## src/rtl/core/hcm_pkg.sv

```systemverilog
package hcm_pkg;

  // field widths fixed by the item format
  localparam int CFG_W   = 5;
  localparam int COORD_W = 16;
  localparam int INDEX_W = 32;

  // grid order after reset
  localparam logic [CFG_W-1:0] ORDER_RESET = 5'd16;

  // item kind codes
  typedef enum logic {
    KIND_XY2D = 1'b0,
    KIND_D2XY = 1'b1
  } kind_t;

  // quadrant code (3*rx) ^ ry as a two-bit digit
  function automatic logic [1:0] quad_code(input logic rx, input logic ry);
    quad_code = {rx, rx ^ ry};
  endfunction

endpackage

```

## src/rtl/core/hcm_in_if.sv

```systemverilog
interface hcm_in_if;
  import hcm_pkg::*;

  logic               valid;
  logic               ready;
  logic               kind;
  logic [COORD_W-1:0] x_coord;
  logic [COORD_W-1:0] y_coord;
  logic [INDEX_W-1:0] curve_index;

  modport source (output valid, kind, x_coord, y_coord, curve_index, input ready);
  modport sink   (input valid, kind, x_coord, y_coord, curve_index, output ready);
endinterface

```

## src/rtl/core/hcm_out_if.sv

```systemverilog
interface hcm_out_if;
  import hcm_pkg::*;

  logic               valid;
  logic               ready;
  logic [INDEX_W-1:0] result_index;
  logic [COORD_W-1:0] result_x;
  logic [COORD_W-1:0] result_y;

  modport source (output valid, result_index, result_x, result_y, input ready);
  modport sink   (input valid, result_index, result_x, result_y, output ready);
endinterface

```

## src/rtl/core/hilbert_curve_map_core.sv

```systemverilog
// one curve level per pipeline stage; an accepted item passes through every stage to the result
// throughput: one item per cycle unless the output stalls; each stage holds one item and
// moves when the next stage is empty or moving, so bubbles close up while the output stalls
// reset: synchronous active-low rst_n empties all stages and sets grid_order to 16
// the result register of the last stage drives the output channel
module hilbert_curve_map_core #(
  parameter int MAX_ORDER = 16
) (
  input  logic                     clk,
  input  logic                     rst_n,
  input  logic                     cfg_wr_en,
  input  logic [hcm_pkg::CFG_W-1:0] cfg_wr_data,
  hcm_in_if.sink                   in_ch,
  hcm_out_if.source                out_ch
);
  import hcm_pkg::*;

  localparam int W  = MAX_ORDER;
  localparam int W2 = 2 * MAX_ORDER;

  // reflect (rx set) and swap the low bits selected by m when ry is clear
  function automatic logic [W2-1:0] turn_f(input logic [W-1:0] x, input logic [W-1:0] y,
                                           input logic [W-1:0] m, input logic rx,
                                           input logic ry);
    logic [W-1:0] a;
    logic [W-1:0] b;
    a = x & m;
    b = y & m;
    if (!ry) begin
      if (rx) begin
        a = ~a & m;
        b = ~b & m;
      end
      turn_f = {b, a};
    end else begin
      turn_f = {a, b};
    end
  endfunction

  // configuration register
  logic [CFG_W-1:0] grid_order_r;

  always_ff @(posedge clk) begin
    if (!rst_n) begin
      grid_order_r <= ORDER_RESET;
    end else if (cfg_wr_en) begin
      grid_order_r <= cfg_wr_data;
    end
  end

  // stage registers
  logic          v_r [MAX_ORDER];
  logic          k_r [MAX_ORDER];
  logic [W-1:0]  x_r [MAX_ORDER];
  logic [W-1:0]  y_r [MAX_ORDER];
  logic [W2-1:0] d_r [MAX_ORDER];
  logic [MAX_ORDER:0] adv;

  // entry values: kind 0 walks the coordinates, kind 1 walks the index
  logic [31:0]   x_ext;
  logic [31:0]   y_ext;
  logic [63:0]   ci_ext;
  logic          in_kind;
  logic [W-1:0]  x_in;
  logic [W-1:0]  y_in;
  logic [W2-1:0] d_in;

  assign x_ext   = {16'b0, in_ch.x_coord};
  assign y_ext   = {16'b0, in_ch.y_coord};
  assign ci_ext  = {32'b0, in_ch.curve_index};
  assign in_kind = in_ch.kind;
  assign x_in    = (in_kind == KIND_D2XY) ? '0 : x_ext[W-1:0];
  assign y_in    = (in_kind == KIND_D2XY) ? '0 : y_ext[W-1:0];
  assign d_in    = (in_kind == KIND_D2XY) ? ci_ext[W2-1:0] : '0;

  assign adv[MAX_ORDER] = out_ch.ready;
  assign in_ch.ready    = adv[0];

  for (genvar s = 0; s < MAX_ORDER; s++) begin : g_stage
    localparam int LF = MAX_ORDER - 1 - s;
    localparam int LI = s;
    localparam logic [W-1:0] MF = (W'(1) << LF) - W'(1);
    localparam logic [W-1:0] MI = (W'(1) << LI) - W'(1);

    logic          vin;
    logic          kin;
    logic [W-1:0]  xin;
    logic [W-1:0]  yin;
    logic [W2-1:0] din;
    logic [W-1:0]  x_nxt;
    logic [W-1:0]  y_nxt;
    logic [W2-1:0] d_nxt;
    logic          rx;
    logic          ry;
    logic [W2-1:0] turned;

    if (s == 0) begin : g_head
      assign vin = in_ch.valid;
      assign kin = in_kind;
      assign xin = x_in;
      assign yin = y_in;
      assign din = d_in;
    end else begin : g_body
      assign vin = v_r[s-1];
      assign kin = k_r[s-1];
      assign xin = x_r[s-1];
      assign yin = y_r[s-1];
      assign din = d_r[s-1];
    end

    // a stage moves when it is empty or the next one moves
    assign adv[s] = !v_r[s] || adv[s+1];

    // one curve level: forward at level LF, inverse at level LI
    always_comb begin
      x_nxt  = xin;
      y_nxt  = yin;
      d_nxt  = din;
      rx     = 1'b0;
      ry     = 1'b0;
      turned = '0;
      if (kin == KIND_XY2D) begin
        if (LF < int'(grid_order_r)) begin
          rx     = xin[LF];
          ry     = yin[LF];
          d_nxt  = din | (W2'(quad_code(rx, ry)) << (2 * LF));
          turned = turn_f(xin, yin, MF, rx, ry);
          x_nxt  = turned[W2-1:W];
          y_nxt  = turned[W-1:0];
        end
      end else begin
        if (LI < int'(grid_order_r)) begin
          rx     = din[2*LI+1];
          ry     = din[2*LI] ^ rx;
          turned = turn_f(xin, yin, MI, rx, ry);
          x_nxt  = turned[W2-1:W] | (W'(rx) << LI);
          y_nxt  = turned[W-1:0] | (W'(ry) << LI);
        end
      end
    end

    // valid bit
    always_ff @(posedge clk) begin
      if (!rst_n) begin
        v_r[s] <= 1'b0;
      end else if (adv[s]) begin
        v_r[s] <= vin;
      end
    end

    // payload
    always_ff @(posedge clk) begin
      if (adv[s]) begin
        k_r[s] <= kin;
        x_r[s] <= x_nxt;
        y_r[s] <= y_nxt;
        d_r[s] <= d_nxt;
      end
    end
  end

  // result from the last stage
  logic [63:0] d_out;
  logic [31:0] x_out;
  logic [31:0] y_out;
  logic        k_last;

  assign k_last = k_r[MAX_ORDER-1];
  assign d_out  = 64'(d_r[MAX_ORDER-1]);
  assign x_out  = 32'(x_r[MAX_ORDER-1]);
  assign y_out  = 32'(y_r[MAX_ORDER-1]);

  assign out_ch.valid        = v_r[MAX_ORDER-1];
  assign out_ch.result_index = (k_last == KIND_XY2D) ? d_out[INDEX_W-1:0] : '0;
  assign out_ch.result_x     = (k_last == KIND_D2XY) ? x_out[COORD_W-1:0] : '0;
  assign out_ch.result_y     = (k_last == KIND_D2XY) ? y_out[COORD_W-1:0] : '0;

endmodule

```

## src/flat_wrapper.sv

```systemverilog
// flat-port wrapper written by rule: the top's interface ports become plain ports
module hilbert_curve_map_core_flat import hcm_pkg::*;
#(
  parameter int MAX_ORDER = 16
)
  (clk, rst_n, cfg_wr_en, cfg_wr_data, in_ch_valid, in_ch_kind, in_ch_x_coord, in_ch_y_coord, in_ch_curve_index, in_ch_ready, out_ch_valid, out_ch_result_index, out_ch_result_x, out_ch_result_y, out_ch_ready);
  hcm_in_if in_ch_i ();
  hcm_out_if out_ch_i ();
  input  logic clk;
  input  logic rst_n;
  input  logic cfg_wr_en;
  input  logic [hcm_pkg::CFG_W-1:0] cfg_wr_data;
  input wire logic [$bits(in_ch_i.valid)-1:0] in_ch_valid;
  input wire logic [$bits(in_ch_i.kind)-1:0] in_ch_kind;
  input wire logic [$bits(in_ch_i.x_coord)-1:0] in_ch_x_coord;
  input wire logic [$bits(in_ch_i.y_coord)-1:0] in_ch_y_coord;
  input wire logic [$bits(in_ch_i.curve_index)-1:0] in_ch_curve_index;
  output wire logic [$bits(in_ch_i.ready)-1:0] in_ch_ready;
  output wire logic [$bits(out_ch_i.valid)-1:0] out_ch_valid;
  output wire logic [$bits(out_ch_i.result_index)-1:0] out_ch_result_index;
  output wire logic [$bits(out_ch_i.result_x)-1:0] out_ch_result_x;
  output wire logic [$bits(out_ch_i.result_y)-1:0] out_ch_result_y;
  input wire logic [$bits(out_ch_i.ready)-1:0] out_ch_ready;
  assign in_ch_i.valid = in_ch_valid;
  assign in_ch_i.kind = in_ch_kind;
  assign in_ch_i.x_coord = in_ch_x_coord;
  assign in_ch_i.y_coord = in_ch_y_coord;
  assign in_ch_i.curve_index = in_ch_curve_index;
  assign in_ch_ready = in_ch_i.ready;
  assign out_ch_valid = out_ch_i.valid;
  assign out_ch_result_index = out_ch_i.result_index;
  assign out_ch_result_x = out_ch_i.result_x;
  assign out_ch_result_y = out_ch_i.result_y;
  assign out_ch_i.ready = out_ch_ready;
  hilbert_curve_map_core #(.MAX_ORDER(MAX_ORDER)) u_core (.clk(clk), .rst_n(rst_n), .cfg_wr_en(cfg_wr_en), .cfg_wr_data(cfg_wr_data), .in_ch(in_ch_i), .out_ch(out_ch_i));
endmodule
```

## config.mk

```make
export PLATFORM = sky130hd
export DESIGN_NAME = hilbert_curve_map_core_flat
export DESIGN_NICKNAME = d
export VERILOG_FILES = /design/src/rtl/core/hcm_pkg.sv /design/src/rtl/core/hcm_in_if.sv /design/src/rtl/core/hcm_out_if.sv /design/src/rtl/core/hilbert_curve_map_core.sv /design/src/flat_wrapper.sv
export SDC_FILE = /design/constraint.sdc
export NUM_CORES = 2
export LEC_CHECK = 0
export ABC_AREA = 1
export BUFFER_PORTS_ARGS = -buffer_cell sky130_fd_sc_hd__buf_4
export CAP_MARGIN = 20
export CORE_MARGIN = 2
export CORE_UTILIZATION = 56
export CTS_CLUSTER_DIAMETER = 60
export DETAILED_ROUTE_END_ITERATION = 6
export GPL_ROUTABILITY_DRIVEN = 0
export PLACE_DENSITY_LB_ADDON = 0.05
export SYNTH_ARGS = -nofsm -noshare
export SYNTH_HDL_FRONTEND = slang
export SYNTH_SLANG_ARGS = --single-unit
```

## constraint.sdc

```tcl
create_clock -name clk -period 9.1 [get_ports clk]
set_clock_uncertainty 0.2 [all_clocks]
set_input_delay 0.455 -clock clk [delete_from_list [all_inputs] [get_ports clk]]
set_output_delay 0.455 -clock clk [all_outputs]
set_load 0.05 [all_outputs]
```

Yosys cells after proc, flatten, opt, wreduce, memory -nomap -nowiden
Memories as Yosys holds them, arrays and structs flattened.
Cells that the tools add are included.
W data, S select, Z words.
{"block": "totals", "input_bits": 75, "output_inout_bits": 66, "memories": 5, "regBits": 5, "word_cells": 547, "ram_bits": 1056}
{"block": "op_classes", "n_mux": 337, "bitwise": 156, "n_reduce_logical": 32, "n_lt_le_gt_ge": 16}
{"memory": "u_core.d_r", "depth": 16, "word_bits": 32, "rd": 16, "rd_ports_with_merged_regs": 0, "write_ports": 16, "line_no": "hilbert_curve_map_core.sv:56", "rtl": "logic [W2-1:0] d_r [MAX_ORDER];"}
{"memory": "u_core.x_r", "depth": 16, "word_bits": 16, "rd": 16, "rd_ports_with_merged_regs": 0, "write_ports": 16, "line_no": "hilbert_curve_map_core.sv:54", "rtl": "logic [W-1:0] x_r [MAX_ORDER];"}
{"memory": "u_core.y_r", "depth": 16, "word_bits": 16, "rd": 16, "rd_ports_with_merged_regs": 0, "write_ports": 16, "line_no": "hilbert_curve_map_core.sv:55", "rtl": "logic [W-1:0] y_r [MAX_ORDER];"}
{"memory": "u_core.k_r", "depth": 16, "word_bits": 1, "rd": 16, "rd_ports_with_merged_regs": 0, "write_ports": 16, "line_no": "hilbert_curve_map_core.sv:53", "rtl": "logic k_r [MAX_ORDER];"}
{"memory": "u_core.v_r", "depth": 16, "word_bits": 1, "rd": 16, "rd_ports_with_merged_regs": 0, "write_ports": 16, "line_no": "hilbert_curve_map_core.sv:52", "rtl": "logic v_r [MAX_ORDER];"}
{"operator": "$mux W32", "n": 70}
{"operator": "$mux W16", "n": 100}
{"operator": "$mux W1", "n": 85}
{"operator": "$mux W15", "n": 4}
{"operator": "$not A15 Y15", "n": 4}
{"operator": "$mux W14", "n": 4}
{"operator": "$mux W28", "n": 2}
{"operator": "$not A14 Y14", "n": 4}
{"operator": "$mux W27", "n": 2}
{"operator": "$mux W13", "n": 4}
{"operator": "$mux W26", "n": 2}
{"operator": "$not A13 Y13", "n": 4}
{"operator": "$mux W25", "n": 2}
{"operator": "$mux W12", "n": 4}
{"operator": "$mux W24", "n": 2}
{"operator": "$not A12 Y12", "n": 4}
{"operator": "$mux W23", "n": 2}
{"operator": "$mux W11", "n": 4}
{"operator": "$mux W22", "n": 2}
{"operator": "$not A11 Y11", "n": 4}
{"operator": "$mux W21", "n": 2}
{"operator": "$lt A4 B5 Y1 const A", "n": 8}
{"operator": "$mux W10", "n": 4}
{"operator": "$mux W20", "n": 2}
{"operator": "other kinds (63)", "n": 216}

Longest topological paths before layout
An unclocked memory read counts as a cell.
{"block": "depth", "depth_word": 22, "depth_mapped": 13, "ltp_nobuf": 12}

Least setup slack after synthesis
Ideal clock, no wire load.
{"block": "synth_path", "path_kind": "reg-to-reg", "from": "memory u_core.v_r[15]", "to": "memory u_core.d_r[0][0] in the netlist's numbering (enable)", "required_time_ps": 8289, "period_less_slack_ps": 9359, "setup_slack_ps": -259, "path_stages_with_launch": 10, "t_arrival_ps": 8548, "setup_ps": 611, "n_path_buf": 0, "path_cell_list": "edfxtp_1 > nand4_2 > nor2_4 > nand4_2 > nor2_1 > nand4_2 > nor2_4 > nand4_2 > nor2_1 > inv_1"}
{"item": "start, declared", "line_no": "hilbert_curve_map_core.sv:52"}
{"item": "end, declared", "line_no": "hilbert_curve_map_core.sv:56"}

==> qor.csv <==
stage,metric,value,unit
cells_and_area,nets,4416,
sta,min_period,4.02,ns
yosys,synth-seq-cells,1061,
sta,worstMarginPinSlew,1.07,ns
yosys,yosysMostFrequentCell,edfxtp_1,
yosys,yosys.area.top_type,edfxtp_1,
sta,hold_slack,0.0370,ns
clock_network,cts_setup_buffers,0,
power_and_ir_drop,power,13.5,mW
power_and_ir_drop,power_switching,3.77,mW
route,drtIter0Drc,2244,
setup_path,r2r_setup_slack,5.08,ns
floorplanning,rows,106,
status,status,"complete, no violations",
global_route,grt_max_degree,68,
setup_path,start_kind,flip-flop,
yosys,synthesis.area,0.0475,mm²
power_and_ir_drop,combPwrFrac,0.155,
setup_path,r2r_start,u_core.grid_order_r[4],
sta,rsz0062_at_grt,no,
place,dp_cells,5317,
setup_path,crit_chain,inv_4 > nand2_4 > nor2_2 > inv_2 > nand2_1 > nor2_1 > a221oi_1,
sta,setup_violations,0,
clock_network,insertion_delay,0.66,ns
floorplanning,die_h,295,µm
global_route,grt_overflow_total,0,
sta,slew_headroom,0.284,
yosys,synthArstFlopShare,0,
setup_path,reg2reg_depth,7,
floorplanning,dieWidth,295,µm
power_and_ir_drop,pwr-share-seq,0.516,
min_path,min_path_cells,3,
yosys,synth_enable_flop_cells,1055,
power_and_ir_drop,powerDensity,252,mW/mm²
global_route,grt_pass1_wl,153000,µm
cells_and_area,area_delta_synth_final,12.5,%
route,firstDrtPassIters,6,
yosys,synth_top_area_frac,0.668,
global_route,antenna_found_initial,3,
route,drc_errors,0,
global_route,grt_usage,0.222,
yosys,synth_common_cells,"edfxtp_1 (1,055), nand2_1 (518), o21ai_0 (487)",
min_path,min_path_type,in2reg,
setup_path,crit_fanout,21,
cells_and_area,drive_gt1_frac,0.100,
yosys,synth_cell_types,54,
sta,fin_setup_tns,0,ns
clock_network,post_cts_resized,0,
clock_network,ctsRootBufferMaster,clkbuf_16,
yosys,seq_area_frac_synth,0.670,
sta,period_share,0.442,
power_and_ir_drop,swShare,0.280,
sta,drv_slew,0,
route,wl_per_cell,17.3,µm
sta,hold_viol_final,0,
floorplanning,core_area,0.0838,mm²
yosys,synth_nets,4313,
route,vias,30700,
yosys,synthTopCellsByArea,"edfxtp_1 (67%), o21ai_0 (5.1%), nand2_1 (4.1%)",
route,routed_wl,96500,µm
setup_path,critPathSlowestCell,nand2_1,
place,dp_hpwl,64300,µm
power_and_ir_drop,leakage,21.3,nW
place,place.port_buffers,140,
setup_path,max_stage_delay,0.87,ns
power_and_ir_drop,p_int,9.70,mW
floorplanning,ios,141,
setup_path,critPathTopFamily,simple AND/OR/NAND/NOR gates,
setup_path,crit_type,reg2reg,
clock_network,clkSinkCount,1061,
cells_and_area,stdcell_area,0.0534,mm²
yosys,ys_warn_count,0,
sta,timing.fmax,0.249,GHz
min_path,min_to,u_core.y_r[0][2],
route,avgViaCountPerCell,5.52,
setup_path,critPathCaptureType,flip-flop,
clock_network,postCtsHoldBufs,43,
setup_path,crit_arrival,4.29,ns
floorplanning,dieArea,0.0871,mm²
cells_and_area,final_cell_count_no_fill,5565,
floorplanning,start_util,0.566,
cells_and_area,diodes,0,
power_and_ir_drop,p_clk_frac,0.329,
clock_network,cts.clk_slew.worst_paths,0.06,ns
power_and_ir_drop,irDropWorstVdd,0.167,mV
setup_path,r2r-end,u_core.y_r[1][2],
clock_network,htreeDepth,3,
yosys,ys.flop_type,edfxtp_1,
global_route,grt_pass1_vias,28600,
route,antenna_left,0,
clock_network,cts_buffer_depth,3,
yosys,synthCells,4238,
clock_network,cts_tree,done,
min_path,hold_path_startpoint,in_ch_y_coord[2],
place,dpl_cell_area,0.0493,mm²
setup_path,worst_ep_required_time,9.37,ns
setup_path,crit_buf_inv,2,
run,maxCapViolCount,0,
clock_network,cts_made_buffers,108,
yosys,avgSynthCellArea,11.2,µm²
## cell families after synthesis
family	Yosys count	synth area share
and+or+nand+nor	1178	0.102
AOI/OAI and AO/OA	1114	0.136
DFF	1061	0.670
buffers and inverters	709	0.0586
xor gates and xnor gates	168	0.0310
muxes	8	0.00179
## metrics by stage
step	setup WS (ns)	utilization
final	5.08	0.637
after global routing	4.81	0.637
after CTS	5.00	0.636
after detailed placement	5.13	0.588
after global placement	5.26	0.588
after floorplan	0.376	-
## registers in the layout, summed over array words and instances (netlist names)
| register | cells |
|---|---|
| u_core.d_r | 512 |
| u_core.k_r | 16 |
| u_core.v_r | 16 |
| u_core.grid_order_r | 5 |
| u_core.x_r | 256 |
| u_core.y_r | 256 |
## power by group through the flow
stage          sequential, mW  combinational [mW]  clock, mW
2_1_floorplan            6.69                1.74          0
3_3_place_gp             7.04                2.00          0
6_report                 6.95                2.08       4.44
4_1_cts                  6.95                2.07       4.53
3_5_place_dp             7.05                2.05          0
5_1_grt                  7.04                2.36       4.72
## tightest hold or removal path, cell delays in order
cell,delay (ns)
buf_4,0.08
nand2_1,0.08
a21oi_1,0.15
## how the worst max path moves through the flow
stage	end	slack, ns	startpoint	cells past startpoint
final	u_core.y_r[1][2]	5.08	u_core.grid_order_r[4]	7
after global routing	in_ch_ready	4.81	u_core.v_r[15]	11
after CTS	in_ch_ready	5.00	u_core.v_r[15]	11
after detailed placement	u_core.y_r[1][2]	5.13	u_core.grid_order_r[4]	7
after global placement	u_core.y_r[1][2]	5.26	u_core.grid_order_r[4]	7
after floorplan	u_core.d_r[0][0]	0.38	u_core.v_r[15]	9
## cells in the final DEF (no fill, tap or decap), drive strengths merged, types with 79 or more instances in the layout
cell    count
edfxtp   1055
xnor2     112
nand3     117
nand2     531
clkbuf    124
nor2      433
nor3       79
buf       183
inv       477
o21ai     516
a21oi     309
## routing by layer
layer / GRT usage / wire length [µm] / up-vias / share of wire
li1: - / - / 15200 / -
met1: 0.296 / 40800 / 14600 / 0.42
met4: 0.0784 / 3150 / 2 / 0.033
met5: 0 / 8 / - / 0.000083
met2: 0.373 / 47600 / 770 / 0.49
met3: 0.0328 / 4920 / 197 / 0.051
## layout make-up
cell class	count	area (µm²)
timing repair buffer	226	1870
sequential	1061	31800
clock inverter	76	758
multi-input combinational	2468	12900
tap	1134	1420
inverter	476	1790
clock buffer	124	2830
fill	6493	30400
Power figures use the tool's default switching activity.
